<file path="config.mk">
export PLATFORM = sky130hd
export DESIGN_NAME = vcp_front
export DESIGN_NICKNAME = d
export VERILOG_FILES = /design/src/rtl/core/vcp_pkg.sv /design/src/rtl/core/vcp_front.sv
export SDC_FILE = /design/constraint.sdc
export NUM_CORES = 1
export LEC_CHECK = 0
export ABC_AREA = 1
export ABC_CLOCK_PERIOD_IN_PS = 6350
export CAP_MARGIN = 15
export CORE_AREA = 2 2 142 144
export CTS_CLUSTER_DIAMETER = 60
export DETAILED_ROUTE_END_ITERATION = 8
export DIE_AREA = 0 0 144 146
export DONT_BUFFER_PORTS = 1
export GPL_TIMING_DRIVEN = 1
export PLACE_DENSITY = 0.49
export SYNTH_ARGS = -nofsm -noshare
export SYNTH_HDL_FRONTEND = slang
export SYNTH_SLANG_ARGS = --single-unit
</file>
<file path="constraint.sdc">
create_clock -name clk -period 6.35 [get_ports clk]
set_clock_uncertainty 0.05 [all_clocks]
set_input_delay 1.905 -clock clk [delete_from_list [all_inputs] [get_ports clk]]
set_output_delay 1.905 -clock clk [all_outputs]
set_load 0.01 [all_outputs]
</file>
<file path="src/rtl/core/vcp_pkg.sv">
// ----------------------------------------------------------------------------
// vcp_pkg
// shared types, constants and codes of the voxel camera projection block
// ----------------------------------------------------------------------------
package vcp_pkg;

  localparam int MAX_CAMERAS = 8;
  localparam int FRAC_BITS   = 16;
  localparam int SIZE_BASE   = MAX_CAMERAS * 12;
  localparam int ORIGIN_BASE = SIZE_BASE + 3;
  localparam int TABLE_DEPTH = SIZE_BASE + 6;
  localparam int ADDR_W      = 7;
  localparam int CAM_W       = $clog2(MAX_CAMERAS + 1);
  localparam int PROD_SHIFT  = FRAC_BITS + 1;
  localparam int ACC_W       = 50;
  localparam int DIV_W       = 52;
  localparam int DIV_CNT_W   = $clog2(DIV_W + 1);
  localparam int STEP_W      = 4;

  localparam logic OP_WRITE   = 1'b0;
  localparam logic OP_PROJECT = 1'b1;

  localparam logic [2:0] CFG_GRID_X  = 3'd0;
  localparam logic [2:0] CFG_GRID_Y  = 3'd1;
  localparam logic [2:0] CFG_GRID_Z  = 3'd2;
  localparam logic [2:0] CFG_WIDTH   = 3'd3;
  localparam logic [2:0] CFG_HEIGHT  = 3'd4;
  localparam logic [2:0] CFG_CAMERAS = 3'd5;

  typedef struct packed {
    logic              operation;
    logic [6:0]        table_index;
    logic signed [31:0] table_value;
    logic [9:0]        voxel_x;
    logic [9:0]        voxel_y;
    logic [9:0]        voxel_z;
  } in_item_t;

  typedef struct packed {
    logic        hit;
    logic [2:0]  camera_index;
    logic [23:0] pixel_index;
  } out_item_t;

  typedef struct packed {
    logic [10:0] grid_x;
    logic [10:0] grid_y;
    logic [10:0] grid_z;
    logic [12:0] width;
    logic [12:0] height;
    logic [3:0]  cameras;
  } cfg_t;

  typedef struct packed {
    logic              is_proj;
    logic              wr_ok;
    logic [ADDR_W-1:0] index;
    logic signed [31:0] value;
    logic [9:0]        vx;
    logic [9:0]        vy;
    logic [9:0]        vz;
  } cmd_t;

endpackage

</file>
<file path="src/rtl/core/vcp_front.sv">
// ----------------------------------------------------------------------------
// vcp_front
// accepts input beats, classifies them and holds them in a two-entry queue
// ----------------------------------------------------------------------------
module vcp_front import vcp_pkg::*; (
  input  logic     clk,
  input  logic     rst_n,
  input  logic     push,
  output logic     full,
  input  in_item_t data,
  input  logic     cmd_pop,
  output logic     cmd_empty,
  output cmd_t     cmd
);

  cmd_t       q_r [2];
  logic       rd_r, wr_r;
  logic [1:0] cnt_r;
  cmd_t       cls;
  logic       do_push, do_pop;

  always_comb begin
    cls.is_proj = (data.operation == OP_PROJECT);
    cls.wr_ok   = ({25'd0, data.table_index} < TABLE_DEPTH);
    cls.index   = data.table_index;
    cls.value   = data.table_value;
    cls.vx      = data.voxel_x;
    cls.vy      = data.voxel_y;
    cls.vz      = data.voxel_z;
  end

  assign full      = (cnt_r == 2'd2);
  assign cmd_empty = (cnt_r == 2'd0);
  assign cmd       = q_r[rd_r];
  assign do_push   = push && !full;
  assign do_pop    = cmd_pop && !cmd_empty;

  always_ff @(posedge clk) begin
    if (!rst_n) begin
      rd_r  <= 1'b0;
      wr_r  <= 1'b0;
      cnt_r <= 2'd0;
    end else begin
      if (do_push) wr_r <= !wr_r;
      if (do_pop) rd_r <= !rd_r;
      if (do_push && !do_pop) cnt_r <= cnt_r + 2'd1;
      else if (do_pop && !do_push) cnt_r <= cnt_r - 2'd1;
    end
  end

  always_ff @(posedge clk) begin
    if (do_push) q_r[wr_r] <= cls;
  end

endmodule

</file>
# Word-level counts from Yosys, hierarchy flattened
# Memories as Yosys holds them, arrays and structs flattened. A register that Yosys moved wholly into a read port is not among the register bits.
# Index checks and enable logic that the tools add are counted.
[totals] ff_bits=4 ram_bits=142 in_bits=74 out_inout_bits=73 wordCells=26 n_memories=1
[mem_list] name="q_r" depth=2 width=71 read_ports=1 rd_clocked_by_memory_dff=1 write_ports=1 line_no="vcp_front.sv:16" rtl="cmd_t q_r [2];"
[op_classes] n_addsub=2 order_cmp=1 n_eq_ne=1 mux=6 n_reduce_logical=12
[ops] cell="7-bit less-than comparator, second input constant" count=1
[ops] cell="1-bit zero test" count=6
[ops] cell="1-bit logical AND" count=4
[ops] cell="1-bit 2-to-1 mux" count=4
[ops] cell="2-bit 2-to-1 mux" count=2
[ops] cell="2-bit by 1-bit adder with 2-bit output, second input constant" count=1
[ops] cell="2-bit == test, second input constant" count=1
[ops] cell="2-bit zero test" count=1
[ops] cell="2-bit nonzero test" count=1
[ops] cell="2-bit by 1-bit subtractor with 2-bit output, second input constant" count=1

# Logic depth before layout (Yosys ltp)
# Gate-level depths: netlist of the first run.
[depth] word_depth=7 depth_mapped=10 ltp_nobuf=10

# Worst setup path after synthesis of the first run
# No wires, ideal clock.
[synth_path] path_kind="input to register" from="in push" to="mem q_r[0][0] in the netlist's numbering, enable pin" setup_time_ps=500 arrival_time_ps=4937 required_ps=5800 setup_slack_ps=863 stages=2 n_path_buf=0 cell_sequence="o21ai_2 > nor2_1"
[synth_via] elab_chain_len=3
[synth_rtl] element="start: declaration" line_no="vcp_front.sv:8" rtl="input logic push,"
[synth_rtl] element="1-bit logical AND" line_no="vcp_front.sv:35" rtl="assign do_push = push && !full;"
[synth_rtl] element="1-bit 2-to-1 mux" line_no="vcp_front.sv:52" rtl="if (do_push) q_r[wr_r] <= cls;"
[synth_rtl] element="1-bit 2-to-1 mux (not written as such)" line_no="vcp_front.sv:52"
[synth_rtl] element="end: declaration" line_no="vcp_front.sv:16"
# Every way passes these cells.

==> flow_summary.yaml, run 1 <==
outcome:
  outcome: "completed"
pwr:
  power_density_nw_per_um2: 429
  swShare_pct: 25.9
  ir_drop_mv: 0.189
  p_seq_share_pct: 46.8
  leakagePower_nw: 2.27
  combPwrFrac_pct: 17.8
  power_frac_clock_pct: 35.4
  p_int_mw: 2.08
  p_sw_uw: 727
clock_network:
  cts_root_buf: "clkbuf_16"
  cts_max_level: 4
  clock_latency_ns: 0.41
  cts_tree: "built"
  cts_resized: 0
  cts_made_buffers: 17
  cts_sinks: 147
  hold_buffers: 0
  cts_max_path_buffers: 2
  clk_pin_slew_ns: 0.06
  cts_setup_buffers: 0
sta:
  maxSlewViolCount: 0
  slew_headroom_pct: 32.6
  worstMarginPinSlew_ns: 1.01
  hold_violations: 0
  rsz0062_at_grt: "false"
  finalCritPeriodShare_pct: 67.3
  fmax_mhz: 234
  setup_violations: 0
  min_period_ns: 4.27
  tns_ns: 0
grt:
  antenna_found_initial: 0
  first_global_vias: 2483
  grt_pass1_wl_mm: 14.9
  grt_use_total_pct: 9.88
  overflow: 0
  grt_max_degree: 53
die:
  die_w_microns: 144
  row_count: 51
  io_pins: 147
  initial_core_util_pct: 29.7
  die_h_microns: 146
  core_sq_um: 19300
  die_area_sq_um: 21000
cells_and_area:
  drive_gt1_share_pct: 36.9
  fin_nets: 352
  diodes: 0
  area_growth_pct: 14.1
  stdcell_count: 555
yosys:
  synth_area_leader_cell: "edfxtp_1"
  synth_area_sq_um: 5740
  yosysUniqueCellTypes: 15
  seq_area_frac_synth_pct: 76.0
  yosysWarningCount: 0
  syn_nets: 338
  synth_top_area_share_pct: 74.3
  synthCells: 263
  ys_top_cells_by_area: "edfxtp_1 (74%), mux2_4 (18%), buf_12 (2.4%)"
  synth-seq-cells: 147
  syn_avg_cell_area_sq_um: 21.8
route:
  first_iter_violations: 143
  wirelength_mm: 9.98
  vias: 2240
  firstDrtPassIters: 4
  post_drt_wl_per_cell_microns: 18.0
  drc: 0
  drtAntennaViolNets: 0
  via_per_inst: 4.04
run:
  max-cap-violations: 0
place:
  place_congestion: 0.660
  port_buffers: 0
  dp_cells: 523
critical_path:
  critPathLaunchType: "flip-flop"
  reg2reg_depth: 3
  critical_path_required_ns: 4.39
  arrival_ns: 2.32
  worstReg2RegEnd: "q_r[1][9]"
  rr_startpoint: "cnt_r[0]"
  crit_type: "reg -> out"
  cp_max_fo: 52
  r2r_slack_ns: 4.04
  end_kind: "primary output"
min_path:
  hold_end: "rd_r"
  hp-class: "reg -> reg"
  hold_start: "rd_r"
  hold_depth: 2
-- area by class of cell --
type                       count  area [sq um]
timing repair buffer           3          22.5
multi-input combinational     99          1200
fill                        1812         12800
inverter                       9          33.8
sequential                   147          4370
clock inverter                14           160
clock buffer                  18           429
tap                          265           332
-- cell usage in the layout (no fill, tap or decap), types with 2 or more instances in the layout --
cell	count
clkbuf_16	17
nand2_1	8
inv_1	9
nor2_1	10
o21ai_0	2
clkinvlp_4	4
buf_4	3
edfxtp_1	142
bufinv_16	3
mux2_4	70
inv_6	2
nand3_1	2
clkinv_1	2
nor2_4	2
clkinv_2	3
dfxtp_1	4
-- cells in the mapped netlist --
library cell / instances
mux2_2: 1
nor2_1: 12
o21ai_0: 2
buf_12: 7
nand4_1: 1
nand3_1: 2
a21oi_1: 1
ha_1: 1
mux2_4: 70
inv_1: 9
edfxtp_1: 142
buf_6: 1
o21ai_2: 1
dfxtp_1: 5
nand2_1: 8
-- through the flow --
stage | power, mW | hold WS (ns) | util [%] | area, sq um | setup WS, ns
after global routing | 2.96 | 0.504 | 33.9 | 6550 | 1.89
final | 2.81 | 0.453 | 33.9 | 6550 | 2.08
after detailed placement | 1.86 | 0.445 | 30.8 | 5960 | 2.43
after floorplan | 1.80 | 0.417 | - | 5740 | 0.863
after global placement | 1.85 | 0.430 | 30.8 | 5960 | 2.48
after CTS | 2.87 | 0.460 | 33.9 | 6550 | 1.97
-- how the worst max path moves through the flow --
stage	to	depth (start not counted)
after global routing	cmd[15]	2
final	cmd[15]	2
after floorplan	q_r[0][0]	2
after CTS	cmd[15]	2
after global placement	cmd[14]	2
after detailed placement	cmd[15]	2
-- worst max-delay path, cell delays in order, from the launching register on --
cell	delay [ns]
dfxtp_4	1.00
buf_4	0.49
mux2_4	0.36
-- kinds of logic after synthesis --
logic type      share of synthesized area [%]
simple gates                             1.59
compound gates                          0.414
mux                                      18.5
fa+ha+maj                               0.218
flops                                    76.0
buf+inv                                  3.23
-- state kept, by name, indices dropped and copies added, names as in the netlist, named ones only --
signal	count
wr_r	1
rd_r	1
cnt_r	2
q_r	142
-- layer usage --
metal	vias to the layer above	routed length (microns)	GRT usage [%]
met1	1096	3540	9.77
li1	1041	-	-
met5	-	0	0
met3	8	1370	7.21
met4	0	130	3.82
met2	95	4940	15.9
-- power by group through the flow --
| stage | Combinational (mW) | Clock [mW] | Sequential, mW |
|---|---|---|---|
| detailed placement | 0.517 | 0 | 1.34 |
| CTS | 0.520 | 1.03 | 1.32 |
| global route | 0.544 | 1.08 | 1.34 |
| floorplan | 0.514 | 0 | 1.29 |
| global placement | 0.509 | 0 | 1.34 |
| finish | 0.499 | 0.994 | 1.32 |
Note: power is estimated with default switching activity, not from simulation.
==> run 2: changes to the inputs <==
--- a/config.mk
+++ b/config.mk
@@ -6,7 +6,7 @@
 export NUM_CORES = 1
 export LEC_CHECK = 0
 export ABC_AREA = 1
-export ABC_CLOCK_PERIOD_IN_PS = 6350
+export ABC_CLOCK_PERIOD_IN_PS = 3500
 export CAP_MARGIN = 15
 export CORE_AREA = 2 2 142 144
 export CTS_CLUSTER_DIAMETER = 60
@@ -14,7 +14,7 @@
 export DIE_AREA = 0 0 144 146
 export DONT_BUFFER_PORTS = 1
 export GPL_TIMING_DRIVEN = 1
-export PLACE_DENSITY = 0.49
+export PLACE_DENSITY = 0.51
 export SYNTH_ARGS = -nofsm -noshare
 export SYNTH_HDL_FRONTEND = slang
 export SYNTH_SLANG_ARGS = --single-unit
==> constraint.sdc (replaced) <==
create_clock -name clk -period 3.5 [get_ports clk]
set_clock_uncertainty 0.05 [all_clocks]
set_input_delay 1.05 -clock clk [delete_from_list [all_inputs] [get_ports clk]]
set_output_delay 1.05 -clock clk [all_outputs]
set_load 0.01 [all_outputs]
==> run 2 against run 1 <==
Net effect: register-to-register slack lost 2.2 ns; highest routed layer unchanged; critical path type unchanged; total power grew 78%; non-clock buffer count grew 3; combinational power grew 100%.
==> flow_summary.yaml, run 2 (synthesis gave the netlist of run 1 again) <==
grt:
  top_usage_layer: "met2"
  first_global_vias: 2508
  antenna_found_initial: 0
  grt_use_met3_pct: 6.05
  met1_usage_pct: 9.68
  overflow: 0
  grt_pass1_wl_mm: 14.6
  grt_max_degree: 45
  grtUsageMet2_pct: 16.5
  grt_use_total_pct: 9.73
die:
  row_count: 51
  die_w_microns: 144
  initial_core_util_pct: 29.7
  io_pins: 147
  core_sq_um: 19300
  die_area_sq_um: 21000
  die_h_microns: 146
route:
  vias: 2316
  wirelength_mm: 10.1
  drtAntennaViolNets: 0
  drc: 0
  firstDrtPassIters: 5
  via_per_inst: 4.15
  first_iter_violations: 103
  post_drt_wl_per_cell_microns: 18.1
critical_path:
  worstPathCellList: "buf_4 > mux2_2"
  max_stage_delay_ns: 0.42
  critical_path_required_ns: 2.40
  cp_top_family: "multiplexers"
  cp_max_fo: 23
  reg2reg_depth: 3
  arrival_ns: 1.63
  crit_type: "reg -> out"
  end_kind: "primary output"
  critical_path_cell_count: 2
  critPathLaunchType: "flip-flop"
  cp.buffers_inverters: 1
  critPathSlowestCell: "mux2_2"
sta:
  worstMarginPinSlew_ns: 0.656
  min_period_ns: 2.73
  hold_ws_ns: 0.474
  finalCritPeriodShare_pct: 78.0
  setup_violations: 0
  hold_violations: 0
  rsz0062_at_grt: "false"
  maxSlewViolCount: 0
  tns_ns: 0
  slew_headroom_pct: 56.3
  fmax_mhz: 366
clock_network:
  cts_tree: "built"
  cts_root_buf: "clkbuf_16"
  cts_setup_buffers: 0
  cts_sinks: 147
  cts_resized: 0
  cts_max_level: 4
  clock_latency_ns: 0.41
  cts_max_path_buffers: 2
  cts_made_buffers: 17
  clk_pin_slew_ns: 0.06
  hold_buffers: 0
cells_and_area:
  area_growth_pct: 14.1
  diodes: 0
  design_area_sq_um: 6550
  stdcell_count: 558
  drive_gt1_share_pct: 36.2
  layout_common_cells: "edfxtp_1 (142), mux2_4 (70), clkbuf_16 (17)"
  largest_register: "q_r"
  fin_nets: 355
  largest_reg_flops: 142
  largestRegisters: "q_r x142, cnt_r x2"
  final_common_cell: "edfxtp_1"
run:
  max-cap-violations: 0
pwr:
  total_power_mw: 5.00
  leakagePower_nw: 2.27
  ir_drop_mv: 0.335
  power_density_nw_per_um2: 764
place:
  dp_cells: 526
  placed_area_sq_um: 6000
  port_buffers: 0
  place_congestion: 0.629
  post-dp-hpwl_mm: 6.55
min_path:
  hold_depth: 2
  hp-class: "reg -> reg"
outcome:
  outcome: "completed"
-- run 2: power by group --
group / internal, mW / leakage [nW] / total (mW) / switching (mW)
logic: 0.445 / 0.643 / 1.01 / 0.562
registers: 2.23 / 1.36 / 2.31 / 0.0759
clock network: 1.03 / 0.264 / 1.69 / 0.658
-- run 2: stage by stage --
stage | worst slack, ns | util, %
final | 0.770 | 33.9
after global routing | 0.675 | 33.9
after CTS | 0.714 | 33.9
after detailed placement | 1.17 | 31.0
after global placement | 1.19 | 31.0
after floorplan | -1.13 | -
-- run 2: path summary, 6_finish.rpt --
check,from,endpoint,slack (ns)
max,flip-flop,cmd[63],0.77
min,rd_r,rd_r,0.47
max reg2reg,cnt_r[0],q_r[1][70],1.84
min reg2reg,rd_r,rd_r,0.47
-- run 2: per-layer routing --
metal,share of wire (%),vias up
met2,52,94
li1,-,1045
met5,0,-
met4,0.81,0
met1,36,1169
met3,11,8
-- run 2: area by class of cell --
class	instances	area, sq um
Fill cell	1827	12800
Sequential cell	147	4370
Multi-Input combinational cell	99	1200
Clock buffer	19	433
Tap cell	265	332
Clock inverter	13	118
Timing Repair Buffer	6	57.6
Inverter	9	33.8
-- run 2: worst register-to-register path, stage by stage (launching register included) --
cell     delay, ns
dfxtp_1       0.41
o21ai_2       0.15
nor2_4        0.11
buf_4         0.51
