**src/rtl/core/vcp_pkg.sv**
```systemverilog
// ----------------------------------------------------------------------------
// vcp_pkg
// shared types, constants and codes of the voxel camera projection block
// ----------------------------------------------------------------------------
package vcp_pkg;

  localparam int MAX_CAMERAS = 8;
  localparam int FRAC_BITS   = 16;
  localparam int SIZE_BASE   = MAX_CAMERAS * 12;
  localparam int ORIGIN_BASE = SIZE_BASE + 3;
  localparam int TABLE_DEPTH = SIZE_BASE + 6;
  localparam int ADDR_W      = 7;
  localparam int CAM_W       = $clog2(MAX_CAMERAS + 1);
  localparam int PROD_SHIFT  = FRAC_BITS + 1;
  localparam int ACC_W       = 50;
  localparam int DIV_W       = 52;
  localparam int DIV_CNT_W   = $clog2(DIV_W + 1);
  localparam int STEP_W      = 4;

  localparam logic OP_WRITE   = 1'b0;
  localparam logic OP_PROJECT = 1'b1;

  localparam logic [2:0] CFG_GRID_X  = 3'd0;
  localparam logic [2:0] CFG_GRID_Y  = 3'd1;
  localparam logic [2:0] CFG_GRID_Z  = 3'd2;
  localparam logic [2:0] CFG_WIDTH   = 3'd3;
  localparam logic [2:0] CFG_HEIGHT  = 3'd4;
  localparam logic [2:0] CFG_CAMERAS = 3'd5;

  typedef struct packed {
    logic              operation;
    logic [6:0]        table_index;
    logic signed [31:0] table_value;
    logic [9:0]        voxel_x;
    logic [9:0]        voxel_y;
    logic [9:0]        voxel_z;
  } in_item_t;

  typedef struct packed {
    logic        hit;
    logic [2:0]  camera_index;
    logic [23:0] pixel_index;
  } out_item_t;

  typedef struct packed {
    logic [10:0] grid_x;
    logic [10:0] grid_y;
    logic [10:0] grid_z;
    logic [12:0] width;
    logic [12:0] height;
    logic [3:0]  cameras;
  } cfg_t;

  typedef struct packed {
    logic              is_proj;
    logic              wr_ok;
    logic [ADDR_W-1:0] index;
    logic signed [31:0] value;
    logic [9:0]        vx;
    logic [9:0]        vy;
    logic [9:0]        vz;
  } cmd_t;

endpackage

```
**src/rtl/core/vcp_res_q.sv**
```systemverilog
// ----------------------------------------------------------------------------
// vcp_res_q
// two-entry result queue between the back end and the result port
// ----------------------------------------------------------------------------
module vcp_res_q import vcp_pkg::*; (
  input  logic      clk,
  input  logic      rst_n,
  input  logic      push,
  input  out_item_t din,
  output logic      full,
  input  logic      pop,
  output logic      empty,
  output out_item_t dout
);

  out_item_t  q_r [2];
  logic       rd_r, wr_r;
  logic [1:0] cnt_r;
  logic       do_push, do_pop;

  assign full    = (cnt_r == 2'd2);
  assign empty   = (cnt_r == 2'd0);
  assign dout    = q_r[rd_r];
  assign do_push = push && !full;
  assign do_pop  = pop && !empty;

  always_ff @(posedge clk) begin
    if (!rst_n) begin
      rd_r  <= 1'b0;
      wr_r  <= 1'b0;
      cnt_r <= 2'd0;
    end else begin
      if (do_push) wr_r <= !wr_r;
      if (do_pop) rd_r <= !rd_r;
      if (do_push && !do_pop) cnt_r <= cnt_r + 2'd1;
      else if (do_pop && !do_push) cnt_r <= cnt_r - 2'd1;
    end
  end

  always_ff @(posedge clk) begin
    if (do_push) q_r[wr_r] <= din;
  end

endmodule

```
**config.mk**
```make
export PLATFORM = sky130hd
export DESIGN_NAME = vcp_res_q
export DESIGN_NICKNAME = d
export VERILOG_FILES = /design/src/rtl/core/vcp_pkg.sv /design/src/rtl/core/vcp_res_q.sv
export SDC_FILE = /design/constraint.sdc
export NUM_CORES = 1
export LEC_CHECK = 0
export ABC_CLOCK_PERIOD_IN_PS = 6460
export BUFFER_PORTS_ARGS = -buffer_cell sky130_fd_sc_hd__buf_2
export CELL_PAD_IN_SITES_DETAIL_PLACEMENT = 1
export CELL_PAD_IN_SITES_GLOBAL_PLACEMENT = 2
export CORE_ASPECT_RATIO = 0.9
export CORE_UTILIZATION = 39
export DETAILED_ROUTE_END_ITERATION = 10
export GPL_TIMING_DRIVEN = 0
export MAX_ROUTING_LAYER = met4
export PLACE_DENSITY = 0.91
export SLEW_MARGIN = 30
export SYNTH_ARGS = -nofsm -noshare
export SYNTH_HDL_FRONTEND = slang
export SYNTH_SLANG_ARGS = --single-unit
```
**constraint.sdc**
```tcl
create_clock -name clk -period 6.46 [get_ports clk]
set_input_delay 0.323 -clock clk [delete_from_list [all_inputs] [get_ports clk]]
set_output_delay 0.323 -clock clk [all_outputs]
set_load 0.01 [all_outputs]
```
Yosys cells after proc, flatten, opt, wreduce, memory -nomap -nowiden
Memories as Yosys holds them, arrays and structs flattened. A register that Yosys moved wholly into a read port is not among the register bits.
Cells that the tools add are included.
{ "word_totals": {"regBits": 4, "latch_bits": 0, "ramBits": 56, "rom_bits": 0, "inputBits": 32, "output_inout_bits": 30, "word_cells": 25, "n_memories": 1} }
{ "op_classes": {"add_sub_neg": 2, "mul": 0, "div": 0, "order_cmp": 0, "n_eq_ne": 1, "shift": 0, "muxes": 6, "n_bitwise": 0, "reduce_logical": 12} }
{ "mem_list": {"columns": ["name", "words", "word_bits", "read_ports", "rd_ports_with_merged_regs", "wr", "line_no", "source"], "rows": [
  ["q_r", 2, 28, 1, 1, 1, "vcp_res_q.sv:16", "out_item_t q_r [2];"]
]} }
{ "op_table": {"columns": ["operator", "n"], "rows": [
  ["$logic_not 1->1", 6],
  ["$logic_and 1x1->1", 4],
  ["$mux 1", 4],
  ["$mux 2", 2],
  ["$add 2x1->2 const B", 1],
  ["$eq 2x2->1 const B", 1],
  ["$logic_not 2->1", 1],
  ["$reduce_bool 2->1", 1],
  ["$sub 2x1->2 const B", 1]
]} }

Depth between registers and ports, before layout
Gate-level depths: netlist (run 1).
{ "logic_depth": {"depth_word": 7, "mapped_depth": 7, "mapped_depth_nobuf": 7} }

Worst setup path before layout (run 1)
No wires, ideal clock.
{ "synth_path": {"path_kind": "register -> register", "startpoint": "reg cnt_r[0]", "endpoint": "mem q_r[0][0] (netlist name) (enable)", "setup_ns": 0.410, "arrival_ns": 1.744, "t_required_ns": 6.050, "slack_ns": 4.306, "stages_incl_launch_ff": 4, "n_path_buf": 0, "synth_period_minus_slack_ns": 2.154, "path_cell_list": "dfxtp_1 nand2b_1 inv_2 nor3_2"} }
{ "synth_via": {"elab_chain_cells": 5} }
{ "synth_rtl": {"columns": ["element", "line_no", "source"], "rows": [
  ["from (decl)", "vcp_res_q.sv:18", "logic [1:0] cnt_r;"],
  ["from (signal assigned)", "vcp_res_q.sv:35", "if (do_push && !do_pop) cnt_r <= cnt_r + 2'd1;"],
  ["from (signal assigned)", "vcp_res_q.sv:36", "else if (do_pop && !do_push) cnt_r <= cnt_r - 2'd1;"],
  ["$eq 2x2->1", "vcp_res_q.sv:21", "assign full = (cnt_r == 2'd2);"],
  ["net full", "vcp_res_q.sv:10", "output logic full,"],
  ["$logic_not 1->1", "vcp_res_q.sv:24", "assign do_push = push && !full;"],
  ["$logic_and 1x1->1", "vcp_res_q.sv:24", null],
  ["$mux 1", "vcp_res_q.sv:41", "if (do_push) q_r[wr_r] <= din;"],
  ["$mux 1 (not written as such)", "vcp_res_q.sv:41", null],
  ["to (decl)", "vcp_res_q.sv:16", null]
]} }
The timed path passes the listed nets, and every way through them passes these cells.

==> summary.txt, run 1 <==
Logic synthesis
  – Post-synthesis sequential area ratio: 0.7916
  – Syn_area_per_cell: 20.10 um2
  – Cells after Synth: 112
  – Library cells used by synthesis: 21
  – Post-Syn Area: 2251 um2
  – Syn. warnings: 0
  – Syn Nets: 145
  – Synthesized flop and latch total: 61

STA
  – RSZ-0062 raised after global routing: no
  – Setup ws final: 4.514 ns
  – Setup TNS: 0 ns
  – Worst Tran Pin Value: 0.6950 ns
  – Setup violators final: 0
  – Fin. Hold Viols: 0
  – Worst Skew: 0.004778 ns
  – Max-slew violations: 0
  – Final Cycle Share: 0.3012
  – Final min period: 1.946 ns
  – Fmax: 0.5139 GHz
  – Max-slew headroom: 0.5367

Setup path
  – CP Capture Type: primary output
  – Most used cell, CP: buf_2
  – Worst path bufs/invs: 3
  – Crit path DAT: 1.62 ns
  – Crit path kind: reg -> out
  – Crit path max-delay family: buffers and inverters
  – WP data required: 6.14 ns
  – CP max stage cell: mux2_2
  – CP Max Fanout: 10
  – Slowest stage delay, CP: approximately 0.35 ns
  – Cell Chain, Critical Path: buf_2 -> buf_4 -> mux2_2 -> buf_2
  – CP startpoint kind: flop

Status
  – Status: completed

Finish
  – Fillers: approximately 530
  – Layout cell share with drive strength beyond 1: 0.5759
  – Non-Filler Instances: approximately 260
  – Nets: 219
  – Area grow syn2layout: 27.90%
  – N_diodes: 0

Placement
  – Gpl congestion: ~0.66
  – Place WS: 4.804 ns
  – HPWL Detailed: 2977 um
  – Placed Cells: 242
  – I/O Buffers: 61

Die
  – Row cnt: 25
  – Core area: 5411 um2
  – Die Span Y: between 70 and 80 um
  – Die ar.: 6080 um2
  – IO Pins: 62
  – Die Span X: ~82 um
  – Starting Density: 0.4160

Clock tree
  – TritonCTS Buffers: 9
  – Clock-pin slew on the worst setup and hold paths: 0.06 ns
  – H-Tree Depth: 3
  – Max clock buf depth: 2
  – Resized Gates After CTS: 0
  – CTS sink count: around 60
  – Root buffer cell: clkbuf_8
  – Clock Latency Late Sink: approximately 0.33 ns
  – Post-CTS Setup Bufs: 0
  – CTS tree: built
  – Post-CTS Hold Fix Bufs: 0

Global route
  – Initial antenna violation count: 0
  – Global-route wire length before repair: 6134 um
  – Gr ovfl total: 0
  – Total Routing Usage GR: 0.1549
  – Vias in the first global route: 1316
  – Largest net degree at the start of global routing: 29

Routing
  – Vias per cell: 4.818
  – Routed len/inst: 16.48 um
  – Drt total wl: 4252 um
  – Routed vias: 1243
  – DRC viols: 0
  – Drt pass-1 iters: 4
  – Initial DRC Count: 27
  – Routed Antenna Nets: 0

Worst hold path
  – Hold Crit Class: in -> reg

Run
  – Number of max-cap violations: 0

Power
  – Worst VDD drop: 0.0002417 V
  – Pwr/cell area: around 400 nW/um2
  – Lkg Pwr: 1.103 nW
## cells in the final DEF (no fill, tap or decap), drive strengths merged
| master | instances |
|---|---|
| and2 | 3 |
| clkinv | 4 |
| mux2 | 28 |
| edfxtp | 56 |
| or3 | 1 |
| xor2 | 1 |
| nand2b | 1 |
| and3 | 1 |
| ha | 1 |
| nor3 | 1 |
| buf | 66 |
| inv | 2 |
| o21a | 1 |
| bufinv | 2 |
| a21boi | 2 |
| o21ai | 2 |
| clkbuf | 10 |
| xnor2 | 2 |
| dfxtp | 5 |
| nor2 | 2 |
## report_power, final
part	internal (mW)	total (mW)	switching [mW]
Sequential	0.498	0.518	0.0202
Combinational	0.146	0.304	0.157
Clock	0.213	0.349	0.136
## cell families (layout without fill, tap and decap cells)
kind of cell             after synthesis  after routing  synth area share
adder cells (fa/ha/maj)                1              1          0.005558
flip-flops                            61             61            0.7916
buffers and inverters                  5             84           0.01222
XOR/XNOR                               3              3           0.01168
AND/OR/NAND/NOR                        9              9           0.02447
AO/OA/AOI/OAI                          5              5           0.01445
multiplexers                          28             28            0.1401
## layout make-up
type,count,area [um2],area share
sequential,61,1782,0.6189
multi-input combinational,46,449.2,0.1560
tap,67,83.83,0.02912
inverter,2,7.507,0.002608
timing repair buffer,63,331.6,0.1152
buffer,3,20.02,0.006954
clock buffer,10,127.6,0.04433
clock inverter,6,77.57,0.02694
## cell usage after synthesis (all sizes together)
cell / count / area share
o21a: 1 / 0.0033
o21ai: 2 / 0.0044
ha: 1 / 0.0056
inv: 2 / 0.0033
buf: 3 / 0.0089
nor3: 1 / 0.0044
xnor2: 2 / 0.0078
dfxtp: 5 / 0.044
a21boi: 2 / 0.0067
nor2: 2 / 0.0033
and2: 3 / 0.0083
or3: 1 / 0.0028
nand2b: 1 / 0.0028
edfxtp: 56 / 0.75
and3: 1 / 0.0028
mux2: 28 / 0.14
xor2: 1 / 0.0039
## worst paths after layout
| check | start | to | slack, ns | cells past startpoint |
|---|---|---|---|---|
| hold reg to reg | cnt_r[1] | cnt_r[1] | 0.57 | 2 |
| setup / recovery | flop | dout[0] | 4.51 | 4 |
| hold / removal | din[27] | q_r[0][27] | 0.18 | 1 |
| setup reg to reg | cnt_r[0] | q_r[1][26] | 4.80 | 2 |
## registers in the layout, summed over array words and instances, names as in the netlist, named ones only
register  cells
cnt_r         2
q_r          56
rd_r          1
wr_r          1
## worst reg2reg max path, cell delays in order, from the launching register on
cell and delay (ns):
dfxtp_1 0.43, nand2b_1 0.19, and3_2 0.66
## metal layers
metal / part of all wire / GRT usage / up-vias / routed length (um)
met4: 0.014 / 0.06433 / 0 / 59
met5: 0 / - / - / 0
met3: 0.063 / 0.06012 / 7 / 270
li1: - / - / 575 / -
met2: 0.53 / 0.2608 / 45 / 2234
met1: 0.40 / 0.1619 / 616 / 1687
## per-stage QoR
stage	total power, mW	cell area, um2	utilization	hold slack (ns)
after CTS	1.187	2879	0.5320	0.1663
after floorplan	0.7116	2251	-	0.4219
after global placement	0.8038	2640	0.4879	0.4975
final	1.171	2879	0.5320	0.1787
after detailed placement	0.8343	2674	0.4941	0.5145
after global routing	1.227	2879	0.5320	0.1582
No activity file was read; power rests on OpenSTA's default activity.
==> inputs of run 2 (changes only) <==
--- a/config.mk
+++ b/config.mk
@@ -5,16 +5,16 @@
 export SDC_FILE = /design/constraint.sdc
 export NUM_CORES = 1
 export LEC_CHECK = 0
-export ABC_CLOCK_PERIOD_IN_PS = 6460
+export ABC_CLOCK_PERIOD_IN_PS = 1900
 export BUFFER_PORTS_ARGS = -buffer_cell sky130_fd_sc_hd__buf_2
 export CELL_PAD_IN_SITES_DETAIL_PLACEMENT = 1
 export CELL_PAD_IN_SITES_GLOBAL_PLACEMENT = 2
 export CORE_ASPECT_RATIO = 0.9
-export CORE_UTILIZATION = 39
+export CORE_UTILIZATION = 37
 export DETAILED_ROUTE_END_ITERATION = 10
 export GPL_TIMING_DRIVEN = 0
 export MAX_ROUTING_LAYER = met4
-export PLACE_DENSITY = 0.91
+export PLACE_DENSITY = 0.87
 export SLEW_MARGIN = 30
 export SYNTH_ARGS = -nofsm -noshare
 export SYNTH_HDL_FRONTEND = slang
==> constraint.sdc (replaced) <==
create_clock -name clk -period 1.9 [get_ports clk]
set_input_delay 0.095 -clock clk [delete_from_list [all_inputs] [get_ports clk]]
set_output_delay 0.095 -clock clk [all_outputs]
set_load 0.01 [all_outputs]
==> summary.txt, run 2 (synthesis gave the netlist of run 1 again) <==
Status
  – Status: finished with violations
  – Failing checks: design-rule violations

Power
  – Net Sw Frac: 0.2701
  – Worst VDD drop: 0.0009970 V
  – Int Power: just under 3 mW
  – Psw: roughly 1.1 mW
  – Pwr/cell area: 1279 nW/um2
  – Part of the power in registers: 0.437
  – Lkg Pwr: 1.219 nW
  – Overall Power: 4.041 mW
  – Comb power frac: 0.265
  – Clk pwr share: 0.297

Setup path
  – WP data required: around 1.8 ns
  – Crit path DAT: around 1.6 ns
  – CP Max Fanout: 10
  – CP Capture Type: primary output
  – CP startpoint kind: flop
  – Crit path kind: reg -> out

STA
  – Max-slew headroom: 0.5242
  – Worst Tran Pin Value: approximately 0.71 ns
  – Final min period: 1.718 ns
  – Max-slew violations: 0
  – Fmax: 0.5822 GHz
  – Fin. Hold Viols: 0
  – RSZ-0062 raised after global routing: no
  – Worst Skew: between 0.005 and 0.006 ns
  – Final Cycle Share: 0.9040
  – Setup ws final: 0.1824 ns
  – Setup violators final: 0
  – Setup TNS: 0 ns

Placement
  – HPWL Detailed: roughly 3000 um
  – Gpl congestion: 0.6996
  – I/O Buffers: 61
  – Place WS: around 0.20 ns

Die
  – Die Span X: 84.22 um
  – Die Span Y: 76.00 um
  – Row cnt: 26
  – Starting Density: 0.3909
  – Die ar.: 6400 um2
  – IO Pins: 62
  – Core area: 5758 um2

Clock tree
  – Root buffer cell: clkbuf_8
  – CTS tree: built
  – Max clock buf depth: 2
  – H-Tree Depth: 3
  – Clock Latency Late Sink: 0.33 ns
  – CTS sink count: a little over 60
  – TritonCTS Buffers: 9
  – Clock-pin slew on the worst setup and hold paths: 0.06 ns

Finish
  – Nets: 247
  – Layout cell share with drive strength beyond 1: 0.5023
  – Commonest non-fill, non-tap cell in the layout: buf_2
  – Area grow syn2layout: 40.36%
  – Most frequent cells in the layout: buf_2 (62), edfxtp_1 (56), mux2_2 (28), dlygate4sd3_1 (28), clkbuf_8 (9)
  – Final core occ: 0.5487
  – Top reg by flops: q_r
  – Max FFs per register: 56
  – N_diodes: 0
  – Top Registers: q_r x56, cnt_r x2

Global route
  – Gr ovfl total: 0
  – Total Routing Usage GR: 0.1728
  – Vias in the first global route: around 1500
  – Largest net degree at the start of global routing: 29
  – Initial antenna violation count: 0
  – Global-route wire length before repair: between 7000 and 8000 um

Worst hold path
  – Hold Crit Class: in -> reg

Routing
  – Drt total wl: 4746 um
  – Routed len/inst: 16.42 um
  – Drt pass-1 iters: 7
  – Routed Antenna Nets: 0
  – Initial DRC Count: 42
  – Vias per cell: 4.671
  – DRC viols: 10
  – Routed vias: 1350

Run
  – Number of max-cap violations: 0
## run 2: cell count changes in the layout (fill, tap and decap cells not counted), sizes merged
| cell | change |
|---|---|
| dlygate4sd3 | +28 |
## run 2: final timing paths
path         startpoint        to  slack [ns]  cells past startpoint
min               rst_n      wr_r        0.03                      2
max reg2reg    cnt_r[0]  cnt_r[1]        0.20                      6
max                flop  dout[24]        0.18                      4
min reg2reg    cnt_r[1]  cnt_r[1]        0.58                      2
## run 2: final cells by class
type | instances | area (um2)
multi-input cells | 46 | 449.2
clock buffers | 10 | 127.6
plain buffers | 3 | 20.02
fillers | 563 | 2599
clock inverters | 6 | 77.57
flip-flops and latches | 61 | 1782
repair buffers | 91 | 608.1
well taps | 70 | 87.58
inverters | 2 | 7.507
## run 2: critical path: stages (launching register included)
cell and delay (ns):
dfxtp_1 0.30, buf_2 0.24, buf_4 0.24, mux2_2 0.36, buf_2 0.14
## run 2: power by group through the flow
stage                     Sequential (mW)  Clock, mW  Combinational [mW]
after global placement               1.78          0               0.962
after detailed placement             1.79          0                1.03
after floorplan                      1.77          0               0.657
final                                1.77       1.20                1.07
after CTS                            1.77       1.24                1.09
after global routing                 1.78       1.30                1.17
## run 2: metal layers
| layer | vias up | track usage | part of all wire |
|---|---|---|---|
| li1 | 632 | - | - |
| met1 | 670 | 0.1689 | 0.37 |
| met2 | 42 | 0.2959 | 0.56 |
| met3 | 6 | 0.07801 | 0.056 |
| met4 | 0 | 0.07414 | 0.014 |
| met5 | - | - | 0 |
## run 2: what timing repair did
item / 4_1_cts / 5_1_grt
endpoints found under the hold margin: 56 / 0
resized for setup: 0 / 0
buffers inserted: 0 / 0
hold buffers: 28 / 0
## run 2: through the flow
step / hold WS (ns) / instances / instance area [um2]
floorplan: 0.1939 / 112 / 2257
CTS: 0.02042 / 289 / 3159
finish: 0.03311 / 289 / 3159
global route: 0.03298 / 289 / 3159
global placement: 0.2821 / 243 / 2650
detailed placement: 0.2884 / 245 / 2674
==> inputs of run 3 (changes only) <==
--- a/config.mk
+++ b/config.mk
@@ -15,6 +15,7 @@
 export GPL_TIMING_DRIVEN = 0
 export MAX_ROUTING_LAYER = met4
 export PLACE_DENSITY = 0.87
+export RECOVER_POWER = 50
 export SLEW_MARGIN = 30
 export SYNTH_ARGS = -nofsm -noshare
 export SYNTH_HDL_FRONTEND = slang
==> summary.txt, run 3 (synthesis gave the netlist of run 1 again) <==
Clock tree
  – TritonCTS Buffers: 9
  – CTS sink count: 61
  – Post-CTS Hold Fix Bufs: 28
  – CTS tree: built
  – Clock Latency Late Sink: 0.33 ns
  – Root buffer cell: clkbuf_8
  – Post-CTS Setup Bufs: 0
  – Clock-pin slew on the worst setup and hold paths: 0.06 ns
  – Resized Gates After CTS: 0
  – H-Tree Depth: 3
  – Max clock buf depth: 2

STA
  – Final min period: approximately 1.7 ns
  – Setup violators final: 0
  – Max-slew violations: 0
  – Fmax: 0.5834 GHz
  – Max-slew headroom: 0.5262
  – Worst Skew: 0.005489 ns
  – Worst Tran Pin Value: 0.7107 ns
  – Setup ws final: 0.1860 ns
  – Final Cycle Share: 0.9021
  – Fin. Hold Viols: 0
  – RSZ-0062 raised after global routing: no
  – Hold Slack: 0.03381 ns

Placement
  – Place WS: 0.2034 ns
  – Gpl congestion: 0.6996
  – Placed Cells: 245
  – HPWL Detailed: 2986 um
  – I/O Buffers: 61

Finish
  – Max FFs per register: 56
  – Layout cell share with drive strength beyond 1: 0.3881
  – Multi-input gate area: between 400 and 500 um2
  – Commonest non-fill, non-tap cell in the layout: edfxtp_1
  – Most frequent cells in the layout: edfxtp_1 (56), buf_2 (39), mux2_2 (28), dlygate4sd3_1 (28), clkbuf_1 (24)
  – Top Registers: q_r x56, cnt_r x2
  – N_diodes: 0
  – Fillers: 575
  – Register area: 1782 um2
  – Area grow syn2layout: 38.58%
  – Nets: 247
  – Non-Filler Instances: 289
  – Top reg by flops: q_r

Die
  – Die Span Y: 76.00 um
  – Die Span X: between 80 and 90 um
  – Row cnt: 26
  – Die ar.: 6400 um2
  – Core area: approximately 5800 um2
  – IO Pins: 62
  – Starting Density: 0.3909

Global route
  – Largest net degree at the start of global routing: 29
  – Gr ovfl total: 0
  – Total Routing Usage GR: 0.1728
  – Vias in the first global route: about 1500
  – Initial antenna violation count: 0
  – Global-route wire length before repair: around 7600 um

Routing
  – Routed Antenna Nets: 0
  – Drt pass-1 iters: 7
  – Vias per cell: 4.657
  – Routed len/inst: 16.44 um
  – Initial DRC Count: 43
  – Routed vias: 1346
  – Drt total wl: 4750 um
  – DRC viols: 10

Power
  – Pwr/cell area: 1287 nW/um2
  – Lkg Pwr: 1.153 nW
  – Overall Power: between 4 and 5 mW
  – Worst VDD drop: between 0.0009 and 0.001 V

Status
  – Failing checks: design-rule violations
  – Status: finished with violations

Run
  – Number of max-cap violations: 0

Setup path
  – CP Capture Type: primary output
  – CP Max Fanout: 10
  – CP startpoint kind: flop
  – Crit path kind: reg -> out
  – Crit path DAT: approximately 1.6 ns
  – WP data required: ~1.8 ns

Worst hold path
  – Hold Crit Class: in -> reg
==> run 3: final timing paths <==
| kind | to | depth (start not counted) | slack [ns] | start |
|---|---|---|---|---|
| max | dout[24] | 4 | 0.19 | flop |
| min reg2reg | cnt_r[1] | 2 | 0.58 | cnt_r[1] |
| min | wr_r | 2 | 0.03 | rst_n |
| max reg2reg | cnt_r[1] | 6 | 0.21 | cnt_r[0] |
==> run 3: stage by stage <==
stage | utilization | instance area (um2) | setup TNS (ns)
floorplan | - | 2257 | 0
global placement | 0.4602 | 2650 | -7.226
detailed placement | 0.4644 | 2674 | 0
CTS | 0.5487 | 3159 | 0
global route | 0.5417 | 3119 | 0
finish | 0.5417 | 3119 | 0
==> run 3: final cells by class <==
type / count / area share
flip-flops and latches: 61 / 0.5712
well taps: 70 / 0.02808
repair buffers: 91 / 0.1857
inverters: 2 / 0.002407
multi-input cells: 46 / 0.1404
plain buffers: 3 / 0.006418
clock buffers: 10 / 0.04091
clock inverters: 6 / 0.02487
==> run 3: worst max-delay path, stage by stage, from the launching register on <==
cell and delay (ns):
dfxtp_1 0.30, buf_2 0.24, buf_4 0.24, mux2_2 0.36, buf_2 0.14
==> run 3: metal layers <==
layer,global-route usage,share of wire,up-vias
met4,0.07414,0.014,0
met5,-,0,-
met1,0.1689,0.37,667
met2,0.2959,0.56,42
met3,0.07801,0.057,6
li1,-,-,631
==> run 3: power breakdown <==
group,total (mW),switching [mW],internal (mW)
sequential,1.76,0.0708,1.69
clock,1.20,0.477,0.725
combinational,1.05,0.535,0.513
